[config.mk]
export PLATFORM = sky130hd
export DESIGN_NAME = lexeme_token_classifier
export DESIGN_NICKNAME = d
export VERILOG_FILES = /design/src/hdl/ltc_pkg.sv /design/src/hdl/lexeme_token_classifier.sv /design/src/hdl/ltc_front.sv /design/src/hdl/ltc_fifo.sv /design/src/hdl/ltc_back.sv
export SDC_FILE = /design/constraint.sdc
export NUM_CORES = 1
export LEC_CHECK = 0
export ABC_AREA = 1
export BUFFER_PORTS_ARGS = -buffer_cell sky130_fd_sc_hd__clkbuf_2
export CELL_PAD_IN_SITES_DETAIL_PLACEMENT = 1
export CELL_PAD_IN_SITES_GLOBAL_PLACEMENT = 2
export CORE_UTILIZATION = 30
export CTS_BUF_LIST = sky130_fd_sc_hd__clkbuf_16
export CTS_CLUSTER_SIZE = 14
export DETAILED_ROUTE_END_ITERATION = 12
export MAX_ROUTING_LAYER = met4
export PLACE_DENSITY = 0.74
export SYNTH_ARGS = -nofsm -noshare
export SYNTH_HDL_FRONTEND = slang
export SYNTH_HIERARCHICAL = 1
export SYNTH_SLANG_ARGS = --single-unit
[constraint.sdc]
create_clock -name clk -period 4.3 [get_ports clk]
set_input_delay 0.645 -clock clk [delete_from_list [all_inputs] [get_ports clk]]
set_output_delay 0.645 -clock clk [all_outputs]
set_load 0.01 [all_outputs]
[src/hdl/ltc_pkg.sv]
// Package for the lexeme token classifier: sizes, class codes, keyword and
// operator tables, character tests and the structs passed between modules.
// Depends on nothing; every file of the block but ltc_checker imports it.
package ltc_pkg;

  // Identifier length limit and the number of table entries in use.
  localparam int MAX_ID_LENGTH  = 20;
  localparam int KEYWORD_COUNT  = 12;
  localparam int OPERATOR_COUNT = 16;

  localparam int KW_TABLE = 12;
  localparam int OP_TABLE = 16;
  localparam int KW_N = (KEYWORD_COUNT < KW_TABLE) ? KEYWORD_COUNT : KW_TABLE;
  localparam int OP_N = (OPERATOR_COUNT < OP_TABLE) ? OPERATOR_COUNT : OP_TABLE;
  localparam int KW_IDX_W = $clog2(KW_TABLE);
  localparam int OP_IDX_W = $clog2(OP_TABLE);

  // Table text is held right-justified in a word wide enough for the longest entry.
  localparam int TXT_CHARS = 9;
  localparam int TXT_BITS  = 8 * TXT_CHARS;

  // Character position counter, saturating at its all-ones value.
  localparam int POS_W = 5;
  typedef logic [POS_W-1:0] pos_t;
  localparam pos_t POS_MAX = '1;

  // Token class codes.
  typedef logic [4:0] class_t;
  localparam class_t CLASS_NUMBER  = 5'd0;
  localparam class_t CLASS_KW_BASE = 5'd1;
  localparam class_t CLASS_OP_BASE = 5'd13;
  localparam class_t CLASS_ID      = 5'd29;
  localparam class_t CLASS_BAD_ID  = 5'd30;
  localparam class_t CLASS_UNKNOWN = 5'd31;

  // Special characters.
  localparam logic [7:0] CHR_MINUS      = 8'h2D;
  localparam logic [7:0] CHR_UNDERSCORE = 8'h5F;

  // Keyword table.
  localparam logic [TXT_BITS-1:0] KW_TEXT [KW_TABLE] = '{
    TXT_BITS'("program"), TXT_BITS'("declare"), TXT_BITS'("list"),
    TXT_BITS'("of"), TXT_BITS'("variables"), TXT_BITS'("size"),
    TXT_BITS'("values"), TXT_BITS'("integer"), TXT_BITS'("real"),
    TXT_BITS'("boolean"), TXT_BITS'("array"), TXT_BITS'("R1")
  };
  localparam int KW_LEN [KW_TABLE] = '{7, 7, 4, 2, 9, 4, 6, 7, 4, 7, 5, 2};

  // Operator table.
  localparam logic [TXT_BITS-1:0] OP_TEXT [OP_TABLE] = '{
    TXT_BITS'("+"), TXT_BITS'("-"), TXT_BITS'("*"), TXT_BITS'("/"),
    TXT_BITS'("("), TXT_BITS'(")"), TXT_BITS'("{"), TXT_BITS'("}"),
    TXT_BITS'("["), TXT_BITS'("]"), TXT_BITS'("&&&"), TXT_BITS'("|||"),
    TXT_BITS'(":"), TXT_BITS'(";"), TXT_BITS'(".."), TXT_BITS'("=")
  };
  localparam int OP_LEN [OP_TABLE] = '{1, 1, 1, 1, 1, 1, 1, 1,
                                       1, 1, 3, 3, 1, 1, 2, 1};

  // One classified lexeme as it travels through the queue.
  typedef struct packed {
    class_t      token_class;
    logic [15:0] line_number;
  } token_t;

  // Queue status seen by the front and back parts.
  typedef struct packed {
    logic empty;
    logic full;
  } fifo_stat_t;

  localparam int FIFO_DEPTH = 2;
  localparam int FIFO_AW    = $clog2(FIFO_DEPTH);

  // Byte at position pos of a table entry of length len.
  function automatic logic [7:0] char_at(input logic [TXT_BITS-1:0] text,
                                         input int len, input pos_t pos);
    logic [TXT_BITS-1:0] lj;
    logic [7:0]          b;
    lj = text << (8 * (TXT_CHARS - len));
    b  = 8'h00;
    for (int j = 0; j < TXT_CHARS; j++) begin
      if (pos == POS_W'(j)) begin
        b = lj[TXT_BITS-1-8*j -: 8];
      end
    end
    return b;
  endfunction

  // True when the entry has byte c at position pos.
  function automatic logic entry_match(input logic [TXT_BITS-1:0] text,
                                       input int len, input pos_t pos,
                                       input logic [7:0] c);
    return ({1'b0, pos} < (POS_W+1)'(len)) && (char_at(text, len, pos) == c);
  endfunction

  // True when an entry of length len ends at position pos.
  function automatic logic entry_ends(input int len, input pos_t pos);
    return (({1'b0, pos} + (POS_W+1)'(1)) == (POS_W+1)'(len));
  endfunction

  function automatic logic is_digit(input logic [7:0] c);
    return (c >= 8'h30) && (c <= 8'h39);
  endfunction

  function automatic logic is_letter(input logic [7:0] c);
    return ((c >= 8'h41) && (c <= 8'h5A)) || ((c >= 8'h61) && (c <= 8'h7A));
  endfunction

  function automatic logic is_id_start(input logic [7:0] c);
    return (c == CHR_UNDERSCORE) || is_letter(c);
  endfunction

endpackage

[src/hdl/lexeme_token_classifier.sv]
// Lexeme token classifier: one character per request in, one token class
// per lexeme out.
// Input channel (chr_valid / chr_stall): char_code, last_char and
// line_number; last_char marks the final character of a lexeme. One
// character is accepted per cycle while the internal token queue has room.
// Output channel (tok_valid / tok_stall): token_class and line_number_out,
// one request for each lexeme, in lexeme order.
// Path of a token: the queue is written at the edge that accepts its last
// character, and the output register loads it when empty or being taken.
// Throughput is one character per cycle while the queue has room and one
// token per cycle while the receiver does not stall, set by the mask update
// in the front part and the output register in the back part.
// When the receiver stalls, the token holds in the output register and the
// queue absorbs up to two more tokens; after that chr_stall rises and every
// character waits, whether or not it ends a lexeme, until a token is taken.
// Synchronous reset clears the character position, the candidate masks, the
// flags, the queue and the output valid.
// Depends on ltc_pkg, ltc_front, ltc_fifo and ltc_back.
module lexeme_token_classifier (
  input  logic                clk,
  input  logic                rst,
  input  logic                chr_valid,
  output logic                chr_stall,
  input  logic [7:0]          char_code,
  input  logic                last_char,
  input  logic [15:0]         line_number,
  output logic                tok_valid,
  input  logic                tok_stall,
  output ltc_pkg::class_t     token_class,
  output logic [15:0]         line_number_out
);
  import ltc_pkg::*;

  fifo_stat_t fifo_stat;
  logic       push;
  logic       pop;
  token_t     push_token;
  token_t     pop_token;

  // Character intake and classification.
  ltc_front u_front (
    .clk         (clk),
    .rst         (rst),
    .chr_valid   (chr_valid),
    .chr_stall   (chr_stall),
    .char_code   (char_code),
    .last_char   (last_char),
    .line_number (line_number),
    .fifo_stat   (fifo_stat),
    .push        (push),
    .push_token  (push_token)
  );

  // Token queue.
  ltc_fifo u_fifo (
    .clk        (clk),
    .rst        (rst),
    .push       (push),
    .push_token (push_token),
    .pop        (pop),
    .pop_token  (pop_token),
    .fifo_stat  (fifo_stat)
  );

  // Output register.
  ltc_back u_back (
    .clk             (clk),
    .rst             (rst),
    .fifo_stat       (fifo_stat),
    .pop_token       (pop_token),
    .pop             (pop),
    .tok_valid       (tok_valid),
    .tok_stall       (tok_stall),
    .token_class     (token_class),
    .line_number_out (line_number_out)
  );

endmodule

[src/hdl/ltc_front.sv]
// Front part of the lexeme token classifier: takes characters, narrows the
// keyword and operator candidate masks, tracks flags and classifies.
// Depends on ltc_pkg; pushes finished tokens into ltc_fifo.
module ltc_front (
  input  logic               clk,
  input  logic               rst,
  input  logic               chr_valid,
  output logic               chr_stall,
  input  logic [7:0]         char_code,
  input  logic               last_char,
  input  logic [15:0]        line_number,
  input  ltc_pkg::fifo_stat_t fifo_stat,
  output logic               push,
  output ltc_pkg::token_t    push_token
);
  import ltc_pkg::*;

  pos_t                char_position;
  logic [KW_TABLE-1:0] keyword_candidates;
  logic [OP_TABLE-1:0] operator_candidates;
  logic [7:0]          first_character;
  logic                number_flag;
  logic                identifier_ok;

  pos_t                char_position_next;
  logic [KW_TABLE-1:0] keyword_candidates_next;
  logic [OP_TABLE-1:0] operator_candidates_next;
  logic [7:0]          first_character_next;
  logic                number_flag_next;
  logic                identifier_ok_next;

  logic                accept;
  logic                kw_hit;
  logic                op_hit;
  logic [KW_IDX_W-1:0] kw_idx;
  logic [OP_IDX_W-1:0] op_idx;
  class_t              cls;

  // The front waits only when the queue has no room.
  assign chr_stall = fifo_stat.full;
  assign accept    = chr_valid && !fifo_stat.full;

  // Narrow the candidate masks with the current character.
  always_comb begin
    for (int i = 0; i < KW_TABLE; i++) begin
      if (i < KW_N) begin
        keyword_candidates_next[i] = keyword_candidates[i] &&
          entry_match(KW_TEXT[i], KW_LEN[i], char_position, char_code);
      end else begin
        keyword_candidates_next[i] = keyword_candidates[i];
      end
    end
    for (int i = 0; i < OP_TABLE; i++) begin
      if (i < OP_N) begin
        operator_candidates_next[i] = operator_candidates[i] &&
          entry_match(OP_TEXT[i], OP_LEN[i], char_position, char_code);
      end else begin
        operator_candidates_next[i] = operator_candidates[i];
      end
    end
  end

  // Update the first character, number flag and identifier flag.
  always_comb begin
    first_character_next = first_character;
    number_flag_next     = number_flag;
    identifier_ok_next   = identifier_ok;
    if (char_position == '0) begin
      first_character_next = char_code;
      number_flag_next     = is_digit(char_code);
      identifier_ok_next   = is_id_start(char_code);
    end else begin
      if ((char_position == POS_W'(1)) && (first_character == CHR_MINUS) &&
          is_digit(char_code)) begin
        number_flag_next = 1'b1;
      end
      if (!(({1'b0, char_position} < (POS_W+1)'(MAX_ID_LENGTH)) &&
            (is_id_start(char_code) || is_digit(char_code)))) begin
        identifier_ok_next = 1'b0;
      end
    end
    char_position_next = (char_position == POS_MAX) ? char_position
                                                    : char_position + POS_W'(1);
  end

  // Pick the first keyword and operator that end at this character.
  always_comb begin
    kw_hit = 1'b0;
    kw_idx = '0;
    for (int i = KW_TABLE - 1; i >= 0; i--) begin
      if ((i < KW_N) && keyword_candidates_next[i] &&
          entry_ends(KW_LEN[i], char_position)) begin
        kw_hit = 1'b1;
        kw_idx = KW_IDX_W'(i);
      end
    end
    op_hit = 1'b0;
    op_idx = '0;
    for (int i = OP_TABLE - 1; i >= 0; i--) begin
      if ((i < OP_N) && operator_candidates_next[i] &&
          entry_ends(OP_LEN[i], char_position)) begin
        op_hit = 1'b1;
        op_idx = OP_IDX_W'(i);
      end
    end
  end

  // Class priority: number, keyword, operator, identifier, unrecognised.
  always_comb begin
    if (number_flag_next) begin
      cls = CLASS_NUMBER;
    end else if (kw_hit) begin
      cls = CLASS_KW_BASE + class_t'(kw_idx);
    end else if (op_hit) begin
      cls = CLASS_OP_BASE + class_t'(op_idx);
    end else if (is_id_start(first_character_next)) begin
      cls = identifier_ok_next ? CLASS_ID : CLASS_BAD_ID;
    end else begin
      cls = CLASS_UNKNOWN;
    end
  end

  assign push                   = accept && last_char;
  assign push_token.token_class = cls;
  assign push_token.line_number = line_number;

  // Per-lexeme state; a last character returns it to the reset values.
  always_ff @(posedge clk) begin
    if (rst || (accept && last_char)) begin
      char_position       <= '0;
      keyword_candidates  <= '1;
      operator_candidates <= '1;
      first_character     <= 8'h00;
      number_flag         <= 1'b0;
      identifier_ok       <= 1'b1;
    end else if (accept) begin
      char_position       <= char_position_next;
      keyword_candidates  <= keyword_candidates_next;
      operator_candidates <= operator_candidates_next;
      first_character     <= first_character_next;
      number_flag         <= number_flag_next;
      identifier_ok       <= identifier_ok_next;
    end
  end

endmodule

[src/hdl/ltc_fifo.sv]
// Short token queue between the front and back parts of the classifier.
// Depends on ltc_pkg for the token struct, status struct and depth.
module ltc_fifo (
  input  logic                clk,
  input  logic                rst,
  input  logic                push,
  input  ltc_pkg::token_t     push_token,
  input  logic                pop,
  output ltc_pkg::token_t     pop_token,
  output ltc_pkg::fifo_stat_t fifo_stat
);
  import ltc_pkg::*;

  token_t             mem [FIFO_DEPTH];
  logic [FIFO_AW-1:0] wr_ptr;
  logic [FIFO_AW-1:0] rd_ptr;
  logic [FIFO_AW:0]   count;

  assign fifo_stat.full  = (count == (FIFO_AW+1)'(FIFO_DEPTH));
  assign fifo_stat.empty = (count == '0);
  assign pop_token       = mem[rd_ptr];

  // Storage is written at the write pointer; it needs no reset.
  always_ff @(posedge clk) begin
    if (push) begin
      mem[wr_ptr] <= push_token;
    end
  end

  // Pointers and fill count.
  always_ff @(posedge clk) begin
    if (rst) begin
      wr_ptr <= '0;
      rd_ptr <= '0;
      count  <= '0;
    end else begin
      if (push) begin
        wr_ptr <= wr_ptr + FIFO_AW'(1);
      end
      if (pop) begin
        rd_ptr <= rd_ptr + FIFO_AW'(1);
      end
      if (push && !pop) begin
        count <= count + (FIFO_AW+1)'(1);
      end else if (pop && !push) begin
        count <= count - (FIFO_AW+1)'(1);
      end
    end
  end

endmodule

[src/hdl/ltc_back.sv]
// Back part of the classifier: the output register that presents one token
// at a time to the receiver. Depends on ltc_pkg; drains ltc_fifo.
module ltc_back (
  input  logic                clk,
  input  logic                rst,
  input  ltc_pkg::fifo_stat_t fifo_stat,
  input  ltc_pkg::token_t     pop_token,
  output logic                pop,
  output logic                tok_valid,
  input  logic                tok_stall,
  output ltc_pkg::class_t     token_class,
  output logic [15:0]         line_number_out
);
  import ltc_pkg::*;

  // Load a new token when the register is empty or being taken.
  assign pop = !fifo_stat.empty && (!tok_valid || !tok_stall);

  always_ff @(posedge clk) begin
    if (rst) begin
      tok_valid <= 1'b0;
    end else if (pop) begin
      tok_valid <= 1'b1;
    end else if (!tok_stall) begin
      tok_valid <= 1'b0;
    end
  end

  // Payload register; it holds while the receiver stalls.
  always_ff @(posedge clk) begin
    if (pop) begin
      token_class     <= pop_token.token_class;
      line_number_out <= pop_token.line_number;
    end
  end

endmodule

==> results of run 1 <==
cells in the mapped netlist, types with 12 or more instances:
master / instances
a21oi_1: 47
buf_4: 18
clkbuf_1: 19
dfxtp_1: 49
edfxtp_1: 63
inv_1: 105
inv_2: 16
mux2_4: 20
nand2_1: 158
nand3_1: 56
nand4_1: 30
nor2_1: 76
nor3_1: 27
nor4_1: 12
o211ai_1: 12
o21ai_0: 53
o21ai_1: 12
xor2_1: 21
sequential cells by signal (all words and copies together) (netlist names), 2 cells and up, named ones only:
name                         count
u_front/first_character          8
u_back/token_class               5
u_back/line_number_out          16
u_fifo/count                     2
u_front/operator_candidates     16
u_fifo/mem                      42
u_front/keyword_candidates      12
u_front/char_position            5
timing repair:
action / in CTS / in global routing
setup buffers: 0 / 1
gates resized for setup: 0 / 4
hold buffers: 0 / 0
endpoints found under the setup margin: 0 / 4
worst reg2reg max path, cell delays in order (launching register included):
cell	delay [ns]
dfxtp_1	0.53
inv_2	0.16
ha_1	0.29
nand2_2	0.11
nor2_4	0.07
inv_1	0.12
nand2_4	0.12
nor2_4	0.17
nand2_1	0.12
o21ai_2	0.19
or2_1	0.13
nand3_1	0.09
nor3_1	0.40
nand3_1	0.31
nand2_1	0.20
o21bai_1	0.07
nand2_1	0.09
ha_1	0.16
xor2_1	0.17
o21ai_1	0.07
o21ai_1	0.07
inv_1	0.06
layer usage:
metal	vias up	track usage, %
met3	42	3.50
li1	3179	-
met2	152	32.7
met1	3167	26.7
met5	-	-
met4	0	8.33
cell type report:
cell class | count | area (sq um)
flip-flops and latches | 112 | 2870
clock inverters | 7 | 70.1
clock buffers | 9 | 225
diodes | 1 | 2.50
multi-input cells | 629 | 3720
fillers | 2916 | 15500
inverters | 126 | 480
well taps | 319 | 399
repair buffers | 78 | 458
cells by family after synthesis:
group                      count (synthesis)
xor gates and xnor gates                  23
adders and majority gates                  8
buffers and inverters                    170
DFF                                      112
and+or+nand+nor                          417
AOI/OAI and AO/OA                        160
muxes                                     21
final timing paths:
check / startpoint / to / slack (ns)
max: u_front/char_position[0] / u_fifo/mem[1][18] / 0.35
min: line_number[2] / u_fifo/mem[0][2] / 0.47
max reg2reg: u_front/char_position[0] / u_fifo/mem[1][18] / 0.35
min reg2reg: u_front/keyword_candidates[10] / u_front/keyword_candidates[10] / 0.47
report_power, final:
part	internal, uW	switching [uW]	total [uW]
Clock	411	439	850
Combinational	652	1310	1960
Sequential	1390	99.2	1490
Total	2460	1840	4300
through the flow:
stage / instances / power (uW) / utilization (%) / cell area (sq um)
detailed placement: 1263 / 3460 / 33.4 / 7900
floorplan: 911 / 2900 / - / 7310
finish: 1281 / 4300 / 34.7 / 8220
global placement: 1263 / 3450 / 33.4 / 7900
CTS: 1279 / 4340 / 34.6 / 8200
global route: 1281 / 4620 / 34.7 / 8220
==> impl_metrics.toml, run 1 <==
[timing]
fin_crit_sh_pct = 92.0
rsz0062_at_grt = "no"
setup_slack_ns = 0.345
skew_ns = 0.0145
relSlewSlack_pct = 28.2
hold_viol_final = 0
maxSlewViolCount = 0
fin_hold_ws_ns = 0.470
finalCriticalPeriod_ns = 3.95
fmax_ghz = 0.253
worstMarginPinSlew_ns = 1.08
finalSetupViolCount = 0
setup_tns_ns = 0

[yosys]
synth_mux_area_share_pct = 4.26
synth.top_cell.area_share_pct = 25.9
synth_area_leader_cell = "edfxtp_1"
syn-mean-instance-area_sq_um = 8.03
synthArstFlopShare_pct = 0
synth_compound_area_share_pct = 13.0
synth_xor_area_share_pct = 2.86
synth_fp_nets = 948
synth_top_family_by_area = "simple AND/OR/NAND/NOR gates"
synthCells = 911
ys_seq_area_share_pct = 39.3
ys_ff_latch = 112
synth_simple_gate_area_share_pct = 29.0
netlist_top_cells_area = "edfxtp_1 (26%), dfxtp_1 (13%), nand2_1 (8.1%)"
syn-cell-area_sq_um = 7310
synth_edf_count = 63
ys.flop_type = "edfxtp_1"
yosys.area_share.adder_pct = 1.37
ys_types = 60
yosys_warnings = 6

[layout]
mostFrequentLayoutCells = "nand2_1 (157), inv_1 (105), nor2_1 (74), edfxtp_1 (63), nand3_1 (56)"
final_common_cell = "nand2_1"
finalNetCount = 993
syn_to_final_growth_pct = 12.4
drive_gt1_share_pct = 20.1

[global_routing]
grt_util_all_layers_pct = 20.9
antenna_found_initial = 1
grt_pass1_wl_um = 37900
grt_overflow = 0
grt_max_degree = 35
grt_pass1_vias = 6685

[routing]
route.met2.wl_um = 10600
viasPerCell = 5.11
routed.top_layer = "met4"
via_count = 6540
drtPass1Iterations = 5
avgRoutedWirePerCell_um = 18.7
drc = 0
wl_um = 23900
wl_met1_um = 11400
dr_wl_met3_um = 1070
drtIter0Drc = 323
ant_nets = 0

[clock_network]
tritoncts = "built"
clk_pin_slew_worst_paths_ns = 0.09
clk_latency_ns = 0.36
numCtsBuffers = 9
clkSinkCount = 112
htreeDepth = 3
cts_root_buf = "clkbuf_16"
cts_buffer_depth = 2

[pwr]
peakVddDrop_mv = 0.240
power_density_nw_per_um2 = 523
leakage_uw = 0.00360

[worst_hold_path]
whs_path_depth = 1
min_path_type = "in -> reg"

[job]
maxCapViolCount = 0

[floorplan]
die_w_um = 158
die_h_um = 158
rows = 56
fp.coreArea_sq_um = 23700
start_util_pct = 30.9
die-area_sq_um = 25000
ioPinCount = 52

[worst_setup_path]
path_buf_inv = 3
slowest_stage = "dfxtp_1"
cpPeakStageDelay_ns = 0.53
critPathRequiredTime_ns = 4.41
cpMostUsedCell = "nand2_1"
path_max_fanout = 11
crit_cells = 21
arrival_ns = 4.06
worstPathCellList = "inv_2 -> ha_1 -> nand2_2 -> nor2_4 -> inv_1 -> nand2_4 -> nor2_4 -> nand2_1 -> o21ai_2 -> or2_1 -> nand3_1 -> nor3_1 -> nand3_1 -> nand2_1 -> o21bai_1 -> nand2_1 -> ha_1 -> xor2_1 -> o21ai_1 -> o21ai_1 -> inv_1"
cp-end-kind = "flip-flop"
rr_worst_depth = 21
start_kind = "flip-flop"
worstSetupPathType = "reg -> reg"
crit_family = "simple AND/OR/NAND/NOR gates"

[placement]
port_buffers = 51
preCtsSetupSlack_ns = 0.351
gp_congestion = 0.929
place_hpwl_um = 18600

[status]
outcome = "finished clean"
(Power assumes the default switching activity.)
==> run 2, diff against run 1 <==
- BUFFER_PORTS_ARGS: -buffer_cell sky130_fd_sc_hd__clkbuf_2 -> not set
- DONT_BUFFER_PORTS: not set -> 1
- PLACE_DENSITY: 0.74 -> 0.71
==> run 2 against run 1 <==
  * Worst hold slack worse by 0.14 ns
  * Cell count is 4.5% lower
  * Maximum frequency hardly changed
  * Global-route usage is 0.24 points lower
  * Non-clock buffer count is 58 lower
  * Highest routed layer unchanged
  * Sequential share of layout area is 1.3 points higher
  * Flip-flop and latch count stayed put
  * Combinational power is 8% lower
  * First-iteration DRC count is 8.0% higher
==> impl_metrics.toml, run 2 (synthesis gave the netlist of run 1 again) <==
[routing]
wl_um = 24000
drc = 0
viasPerCell = 5.11
dr_wl_met3_um = 1260
wl_met1_um = 11300
route.met2.wl_um = 11200
drtPass1Iterations = 5
drtIter0Drc = 349
via_count = 6252
avgRoutedWirePerCell_um = 19.6
routed.top_layer = "met4"
ant_nets = 0

[worst_setup_path]
worstSetupStartpoint = "u_front/char_position[2]"
r2r_start = "u_front/char_position[2]"
rr_worst_depth = 25
reg2reg_setup_slack_ns = 0.35
worstReg2RegEnd = "u_fifo/mem[1][17]"
worstSetupPathType = "reg -> reg"
critPathRequiredTime_ns = 4.41
cp-end-kind = "flip-flop"
start_kind = "flip-flop"
arrival_ns = 4.06
path_max_fanout = 9

[pwr]
power.combinational.fraction_pct = 42.5
power_density_nw_per_um2 = 537
p_int_uw = 2420
p_sw_uw = 1850
power.share.clock_pct = 21.3
p_sw_share_pct = 43.3
leakage_uw = 0.00337
seqPwrFrac_pct = 36.3
peakVddDrop_mv = 0.258

[worst_hold_path]
min_from = "rst"
min_path_type = "in -> reg"
hold_end = "u_back/tok_valid"
whs_path_depth = 1

[clock_network]
tritoncts = "built"
htreeDepth = 3
cts_buffer_depth = 2
clk_pin_slew_worst_paths_ns = 0.09
clkSinkCount = 112
numCtsBuffers = 9
cts_root_buf = "clkbuf_16"
clk_latency_ns = 0.36

[placement]
port_buffers = 0
preCtsSetupSlack_ns = 0.222
place_inst = 1205
place_hpwl_um = 18700
gp_congestion = 0.883
dpl_cell_area_sq_um = 7590

[floorplan]
die_w_um = 158
ioPinCount = 52
die-area_sq_um = 25000
die_h_um = 158
rows = 56
fp.coreArea_sq_um = 23700
start_util_pct = 30.9

[layout]
largest_reg_flops = 42
final_cells = 1223
final_cell_area_sq_um = 7940
syn_to_final_growth_pct = 8.59
regMostFlops = "u_fifo/mem"
drive_gt1_share_pct = 15.0
reg_top3 = "u_fifo/mem x42, u_back/line_number_out x16, u_front/operator_candidates x16"
final_common_cell = "nand2_1"
finalNetCount = 935
mostFrequentLayoutCells = "nand2_1 (158), inv_1 (105), nor2_1 (74), edfxtp_1 (63), nand3_1 (56)"

[global_routing]
grt_overflow = 0
grt_max_degree = 35
grt_pass1_vias = 6518
grt_pass1_wl_um = 37800
grt_util_all_layers_pct = 20.6
antenna_found_initial = 1

[status]
outcome = "finished clean"

[timing]
maxSlewViolCount = 0
setup_slack_ns = 0.347
setup_tns_ns = 0
finalCriticalPeriod_ns = 3.95
skew_ns = 0.0122
fin_crit_sh_pct = 91.9
fin_hold_ws_ns = 0.331
fmax_ghz = 0.253
worstMarginPinSlew_ns = 0.877
finalSetupViolCount = 0
rsz0062_at_grt = "no"
relSlewSlack_pct = 41.5
hold_viol_final = 0

[job]
maxCapViolCount = 0
-- run 2: cell count changes in the layout (fill, tap and decap cells not counted), sizes merged --
cell	before	now
buf	27	20
clkbuf	60	9
inv	126	127
clkinvlp	1	0
-- run 2: worst max path at each step --
stage | slack [ns] | end | cells after the start
floorplan | 0.94 | u_fifo/mem[0][17] | 27
global placement | 0.18 | u_fifo/mem[0][17] | 16
detailed placement | 0.22 | u_fifo/mem[0][17] | 26
CTS | 0.18 | u_fifo/mem[1][17] | 26
global route | 0.01 | u_fifo/mem[1][17] | 25
finish | 0.35 | u_fifo/mem[1][17] | 25
-- run 2: power by group through the flow --
stage               registers (uW)  clock network (uW)  logic [uW]
floorplan                     1540                   0        1360
global placement              1560                   0        1780
detailed placement            1570                   0        1790
CTS                           1550                 938        1800
global route                  1580                 985        2000
finish                        1550                 906        1810
-- run 2: final cells by class --
cell class,count,area (sq um)
antenna,1,2.50
timing repair buffer,20,150
fill,2886,15700
sequential,112,2870
clock buffer,9,225
multi-input combinational,629,3710
tap,319,399
inverter,126,480
clock inverter,7,96.3
-- run 2: layer usage --
layer,track usage [%],vias up
met1,26.3,3029
met4,3.71,0
li1,-,3059
met2,33.9,150
met3,4.11,14
met5,-,-
-- run 2: repair_timing --
action	CTS	global route
hold buffers	0	0
setup buffers	0	1
endpoints found under the setup margin	0	6
resized for setup	0	4
-- run 2: stage by stage --
step,utilization (%),power [uW]
detailed placement,32.1,3360
finish,33.5,4260
global route,33.5,4570
floorplan,-,2900
CTS,33.4,4290
global placement,32.1,3340
-- run 2: worst max-delay path, stage by stage, from the launching register on --
cell      delay, ns
dfxtp_1        0.64
clkinv_4       0.15
nor3_1         0.28
ha_1           0.30
a21oi_1        0.26
nand2_1        0.15
nor2_2         0.28
nand4_1        0.21
nand2_1        0.13
nand2_1        0.06
nand2_1        0.06
nand2_1        0.05
nand2_1        0.05
nand2_1        0.05
nand2_1        0.05
nand2_1        0.05
nand2_1        0.06
nand2_1        0.07
nand2_1        0.06
nand2_1        0.05
nand2_1        0.07
inv_1          0.04
ha_1           0.26
a21o_1         0.15
o21ai_0        0.07
nor2_1         0.09
